`src/hdl/tks_pkg.sv`:
```
// Package for the top-K smallest record selector.
// Holds item structs, field widths, defaults and the control interface types.
// No dependencies.
package tks_pkg;

    localparam int KeepCountDef = 10;
    localparam int TagWidthDef  = 10;

    localparam int HeightW = 16;
    localparam int NameW   = 64;
    localparam int TagW    = 10;

    typedef struct packed {
        logic [HeightW-1:0] height_centi;
        logic [NameW-1:0]   name_key;
        logic [TagW-1:0]    record_tag;
        logic               last_item;
    } t_in_item;

    typedef struct packed {
        logic [TagW-1:0]    out_tag;
        logic [HeightW-1:0] out_height;
        logic [NameW-1:0]   out_name_key;
        logic               out_last;
    } t_out_item;

    typedef struct packed {
        logic insert;
        logic emit;
    } t_tks_cmd;

    typedef struct packed {
        logic count_is_one;
    } t_tks_status;

endpackage

```
`src/hdl/tks_datapath.sv`:
```
// Datapath of the top-K selector: a sorted insertion chain of cells,
// the fill count and the result register. Depends on tks_pkg.
module tks_datapath
    import tks_pkg::*;
#(
    parameter int KEEP_COUNT = KeepCountDef,
    parameter int TAG_WIDTH  = TagWidthDef
) (
    input  logic        i_clk,
    input  logic        i_rst_n,
    input  t_tks_cmd    i_cmd,
    input  t_in_item    i_in_item,
    output t_tks_status o_status,
    output t_out_item   o_out_item
);

    localparam int CntW = $clog2(KEEP_COUNT + 1);

    logic [HeightW-1:0]   r_height [KEEP_COUNT];
    logic [NameW-1:0]     r_name   [KEEP_COUNT];
    logic [TAG_WIDTH-1:0] r_tag    [KEEP_COUNT];
    logic [CntW-1:0]      r_count;
    t_out_item            r_out_item;

    logic [KEEP_COUNT-1:0] goes_here;
    logic [TAG_WIDTH-1:0]  new_tag;

    assign new_tag = TAG_WIDTH'(i_in_item.record_tag);

    // A cell is marked when the new item belongs at or before it.
    always_comb begin
        for (int i = 0; i < KEEP_COUNT; i++) begin
            goes_here[i] = (CntW'(i) >= r_count)
                || (i_in_item.height_centi < r_height[i])
                || ((i_in_item.height_centi == r_height[i])
                    && (i_in_item.name_key < r_name[i]));
        end
    end

    always_ff @(posedge i_clk) begin
        if (i_cmd.insert) begin
            for (int i = 0; i < KEEP_COUNT; i++) begin
                if (goes_here[i]) begin
                    if (i > 0 && goes_here[(i > 0) ? i - 1 : 0]) begin
                        r_height[i] <= r_height[(i > 0) ? i - 1 : 0];
                        r_name[i]   <= r_name[(i > 0) ? i - 1 : 0];
                        r_tag[i]    <= r_tag[(i > 0) ? i - 1 : 0];
                    end else begin
                        r_height[i] <= i_in_item.height_centi;
                        r_name[i]   <= i_in_item.name_key;
                        r_tag[i]    <= new_tag;
                    end
                end
            end
        end else if (i_cmd.emit) begin
            for (int i = 0; i < KEEP_COUNT - 1; i++) begin
                r_height[i] <= r_height[i + 1];
                r_name[i]   <= r_name[i + 1];
                r_tag[i]    <= r_tag[i + 1];
            end
        end
    end

    always_ff @(posedge i_clk) begin
        if (!i_rst_n) begin
            r_count <= '0;
        end else if (i_cmd.insert) begin
            if (r_count < CntW'(KEEP_COUNT)) begin
                r_count <= r_count + CntW'(1);
            end
        end else if (i_cmd.emit) begin
            r_count <= r_count - CntW'(1);
        end
    end

    always_ff @(posedge i_clk) begin
        if (i_cmd.emit) begin
            r_out_item.out_tag      <= TagW'(r_tag[0]);
            r_out_item.out_height   <= r_height[0];
            r_out_item.out_name_key <= r_name[0];
            r_out_item.out_last     <= (r_count == CntW'(1));
        end
    end

    assign o_status.count_is_one = (r_count == CntW'(1));
    assign o_out_item            = r_out_item;

endmodule

```
`src/hdl/tks_ctrl.sv`:
```
// Controller of the top-K selector: collects items, then drains the
// chain into the result register. Depends on tks_pkg.
module tks_ctrl
    import tks_pkg::*;
(
    input  logic        i_clk,
    input  logic        i_rst_n,
    input  logic        i_in_valid,
    input  logic        i_in_last,
    output logic        o_in_stall,
    output logic        o_out_valid,
    input  logic        i_out_stall,
    input  t_tks_status i_status,
    output t_tks_cmd    o_cmd
);

    typedef enum logic {
        ST_COLLECT,
        ST_EMIT
    } t_state;

    t_state r_state;
    logic   r_out_valid;
    logic   out_free;
    logic   in_take;

    assign out_free   = !r_out_valid || !i_out_stall;
    assign in_take    = (r_state == ST_COLLECT) && i_in_valid;
    assign o_in_stall = (r_state != ST_COLLECT);

    assign o_cmd.insert = in_take;
    assign o_cmd.emit   = (r_state == ST_EMIT) && out_free;

    always_ff @(posedge i_clk) begin
        if (!i_rst_n) begin
            r_state     <= ST_COLLECT;
            r_out_valid <= 1'b0;
        end else begin
            if (o_cmd.emit) begin
                r_out_valid <= 1'b1;
            end else if (!i_out_stall) begin
                r_out_valid <= 1'b0;
            end
            case (r_state)
                ST_COLLECT: begin
                    if (in_take && i_in_last) begin
                        r_state <= ST_EMIT;
                    end
                end
                ST_EMIT: begin
                    if (o_cmd.emit && i_status.count_is_one) begin
                        r_state <= ST_COLLECT;
                    end
                end
                default: begin
                    r_state <= ST_COLLECT;
                end
            endcase
        end
    end

    assign o_out_valid = r_out_valid;

endmodule

```
`src/hdl/top_k_smallest_selector.sv`:
```
// Top-K smallest selector: keeps the KEEP_COUNT smallest items by (height, name key).
// Results: the first result is registered once the last-marked item is taken and the
// emit state is entered, then one result per cycle when not stalled.
// Throughput: one item per cycle while collecting; input is stalled while the
// min(count, KEEP_COUNT) results drain from the sorted cell chain.
// Reset: synchronous active-low reset empties the kept set and clears valid.
module top_k_smallest_selector
    import tks_pkg::*;
#(
    parameter int KEEP_COUNT = KeepCountDef,
    parameter int TAG_WIDTH  = TagWidthDef
) (
    input  logic      i_clk,
    input  logic      i_rst_n,
    input  logic      i_in_valid,
    output logic      o_in_stall,
    input  t_in_item  i_in_item,
    output logic      o_out_valid,
    input  logic      i_out_stall,
    output t_out_item o_out_item
);

    t_tks_cmd    cmd;
    t_tks_status status;

    tks_ctrl u_ctrl (
        .i_clk       (i_clk),
        .i_rst_n     (i_rst_n),
        .i_in_valid  (i_in_valid),
        .i_in_last   (i_in_item.last_item),
        .o_in_stall  (o_in_stall),
        .o_out_valid (o_out_valid),
        .i_out_stall (i_out_stall),
        .i_status    (status),
        .o_cmd       (cmd)
    );

    tks_datapath #(
        .KEEP_COUNT (KEEP_COUNT),
        .TAG_WIDTH  (TAG_WIDTH)
    ) u_datapath (
        .i_clk      (i_clk),
        .i_rst_n    (i_rst_n),
        .i_cmd      (cmd),
        .i_in_item  (i_in_item),
        .o_status   (status),
        .o_out_item (o_out_item)
    );

endmodule

```
`config.mk`:
```
export PLATFORM = sky130hd
export DESIGN_NAME = top_k_smallest_selector
export DESIGN_NICKNAME = d
export VERILOG_FILES = /design/src/hdl/tks_pkg.sv /design/src/hdl/tks_datapath.sv /design/src/hdl/tks_ctrl.sv /design/src/hdl/top_k_smallest_selector.sv
export SDC_FILE = /design/constraint.sdc
export NUM_CORES = 2
export LEC_CHECK = 0
export ABC_CLOCK_PERIOD_IN_PS = 28900
export BUFFER_PORTS_ARGS = -buffer_cell sky130_fd_sc_hd__buf_2
export CAP_MARGIN = 40
export CORE_ASPECT_RATIO = 0.5
export CORE_MARGIN = 1
export CORE_UTILIZATION = 30
export CTS_CLUSTER_SIZE = 14
export DETAILED_ROUTE_END_ITERATION = 8
export PLACE_DENSITY = 0.43
export SLEW_MARGIN = 40
export SYNTH_ARGS = -nofsm -noshare
export SYNTH_HDL_FRONTEND = slang
export SYNTH_SLANG_ARGS = --single-unit
```
`constraint.sdc`:
```
create_clock -name i_clk -period 28.9 [get_ports i_clk]
set_clock_uncertainty 0.2 [all_clocks]
set_input_delay 5.78 -clock i_clk [delete_from_list [all_inputs] [get_ports i_clk]]
set_output_delay 5.78 -clock i_clk [all_outputs]
set_load 0.005 [all_outputs]
```
==> summary.txt <==
Status
  • Status: finished, final reports clean

Clock tree
  • CTS tree: done
  • Cts-stage hold buffer count: 0
  • Clk_lat worst skew: 0.76 ns
  • Cts repair resizes: 0
  • H-tree depth: 3
  • CTS sink cnt: 997
  • CTS clk-pin slew, worst paths: 0.07 ns
  • TritonCTS Buffers: 110
  • Root Driver: clkbuf_16
  • Post CTS Setup Buffer Count: 0
  • Longest Clk Path Bufs: 3

Worst setup path
  • Most used cell, CP: buf_4
  • CP Cell Sequence: buf_2 > ha_1 > nand4_1 > nor4_1 > nand3_1 > nor2_1 > a2111oi_4 > o31ai_4 > buf_6 > buf_4 > buf_4 > o31a_1 > a22oi_1
  • CP Class: in2reg
  • Startpoint Class: input port
  • Family with the most delay on the worst path: buffers and inverters
  • CP required: 29.18 ns
  • Critical path buffer and inverter count: 4
  • Critical Path AT: approximately 11 ns
  • CP peak stage delay: 0.77 ns
  • Crit path capture type: flop
  • Critical path's slowest cell: buf_4
  • Crit-path max FO: 81

Timing
  • Fmax achieved: 94.8 MHz
  • Slew headroom: 35.4%
  • Max-slew violations: 0
  • Final worst path period share: between 30% and 40%
  • Count of final hold-check violations: 0
  • Tmin final: 10.54 ns
  • Worst Slack Setup Final: 18.36 ns
  • RSZ-0062 raised after global routing: false
  • Setup TNS: 0 ns
  • Final-report setup violation count: 0
  • Worst-margin pin slew: around 0.97 ns

Detailed routing
  • Vias/cell: between 5 and 6
  • Avg WL per Cell: ~28 um
  • Pre-Repair DR Iteration Count: 6
  • Initial DRC Count: around 6,300
  • Routed via count: 59,300
  • DRT antenna net count: 0
  • Drt drc: 0
  • Total Wirelength: 283,000 um

Floorplanning
  • Die height: 343 um
  • Die area: 235,000 um2
  • Starting density of the core: between 30% and 40%
  • Core footprint: 230,000 um2
  • Row Count: between 100 and 150
  • Top-level I/O count: 188
  • Die X: 685 um

Global routing
  • Pin count of the biggest net entering global routing: 181
  • Via count of the first global-routing pass: 57,000
  • GR Layer Usage met1: 34.8%
  • GR met3 Demand/Resource: 3.33%
  • GRT busiest layer: met2
  • Met2 usage: 35.5%
  • Initial antenna violation count: 13
  • Grt total ovfl: 0
  • Total track usage: between 20% and 30%
  • First-pass GRT wire length: 412,000 um

Placed design
  • DP HPWL: around 190,000 um
  • Port Buffers: 187
  • GPL Wtd Cong: between 0.8 and 0.9
  • Placed Area: 74,100 um2
  • Pre-CTS setup slack: 17.41 ns

Logic synthesis
  • Post-synth top area share: between 40% and 50%
  • Number of flops mapped to enable cells by yosys: 991
  • Yosys reg bits: 997
  • Synth top cells by count: edfxtp_1, inv_1, ha_1, clkbuf_1, o211ai_1
  • Post-Syn Area: 69,900 um2
  • Top FF cell, synth: edfxtp_1
  • Most common cell in the synthesized netlist: edfxtp_1
  • Yosys warnings: 0
  • Syn Area/Cell: 9.87 um2
  • Syn nets: 7,969
  • Synth unique cells: 76
  • Synth top area cells: edfxtp_1, ha_1, o211ai_1
  • Async SR Flop Fraction: 0%
  • Seq/Total Area, Yosys: a little over two fifths
  • Post-synth top area cell: edfxtp_1
  • Syn Inst Count: 7,080

Cells and area
  • Fin util: 33.8%
  • Count of nets after finishing: around 7,800
  • Fin area: a little under 80,000 um2
  • Area grow syn2layout: 11.2%
  • Layout cells sized above 1: 8.36%

Power and ir drop
  • Pwr dens: 71.3 nW/um2
  • Total power: around 5500 uW
  • Leakage power: around 0.03 uW
  • Worst vdd ir: 53.4 uV

Flow run
  • Max_cap viols: 0

Min path
  • Worst min path class: reg2reg
per-layer routing:
metal | wire length, um | share of wire, %
met5 | 56 | 0.020
met2 | 122000 | 43
met3 | 19000 | 6.7
met1 | 136000 | 48
met4 | 5830 | 2.1
per-stage QoR:
step / cells / hold slack [ns]
2_1_floorplan: 7080 / 0.226
3_3_place_gp: 9834 / 0.231
6_report: 10100 / 0.245
4_1_cts: 10100 / 0.247
5_1_grt: 10100 / 0.254
3_5_place_dp: 9854 / 0.232
kinds of logic after synthesis:
logic type / after synthesis / synth area share (%)
AOI/OAI and AO/OA: 2424 / 24.5
xor gates and xnor gates: 3 / 0.0376
adders and majority gates: 794 / 14.2
buffers and inverters: 1438 / 7.86
DFF: 997 / 42.7
muxes: 90 / 1.45
and+or+nand+nor: 1334 / 9.19
final timing paths:
kind,start,slack (ns),endpoint,depth (start not counted)
min reg2reg,u_datapath.r_height[0][14]$_DFFE_PP_,0.25,u_datapath.o_out_item[79]$_DFFE_PP_,0
min,u_datapath.r_height[0][14]$_DFFE_PP_,0.25,u_datapath.o_out_item[79]$_DFFE_PP_,0
max reg2reg,u_datapath.r_name[0][299]$_DFFE_PP_,23.28,u_datapath.r_height[0][66]$_DFFE_PP_,13
max,i_in_item[58],18.36,u_datapath.r_height[0][66]$_DFFE_PP_,13
flip-flops by register name (all words and copies together), names as in the netlist:
register,cells
u_ctrl.o_out_valid,1
u_datapath.r_height,160
u_datapath.r_name,640
u_datapath.r_count,4
u_datapath.r_tag,100
u_ctrl.o_in_stall,1
u_datapath.o_out_item,91
cells in the final DEF (no fill, tap or decap), types with 39 or more instances in the layout:
| master | count |
|---|---|
| o31ai_1 | 172 |
| o31a_1 | 95 |
| ha_1 | 794 |
| nand4_1 | 133 |
| edfxtp_1 | 991 |
| o21ai_0 | 382 |
| a21oi_1 | 312 |
| nand2_1 | 423 |
| nand3_1 | 453 |
| o311ai_0 | 74 |
| nor2_1 | 128 |
| a21o_1 | 48 |
| buf_4 | 79 |
| a211oi_1 | 39 |
| mux2_1 | 65 |
| o211ai_1 | 540 |
| a41oi_1 | 257 |
| a22oi_1 | 316 |
| inv_1 | 806 |
| buf_2 | 190 |
| clkbuf_16 | 111 |
power breakdown:
part	internal (uW)	switching [uW]
clock	783	685
combinational	595	1280
sequential	2020	181
final cells by class:
class                   instances  area [um2]
diodes                          4        10.0
clock buffers                 129        2850
clock inverters                71         618
fillers                     23400      152000
inverters                     807        3040
multi-input cells            4645       35100
flip-flops and latches        997       29900
well taps                    3087        3860
repair buffers                322        2360
No activity file was read; power rests on OpenSTA's default activity.
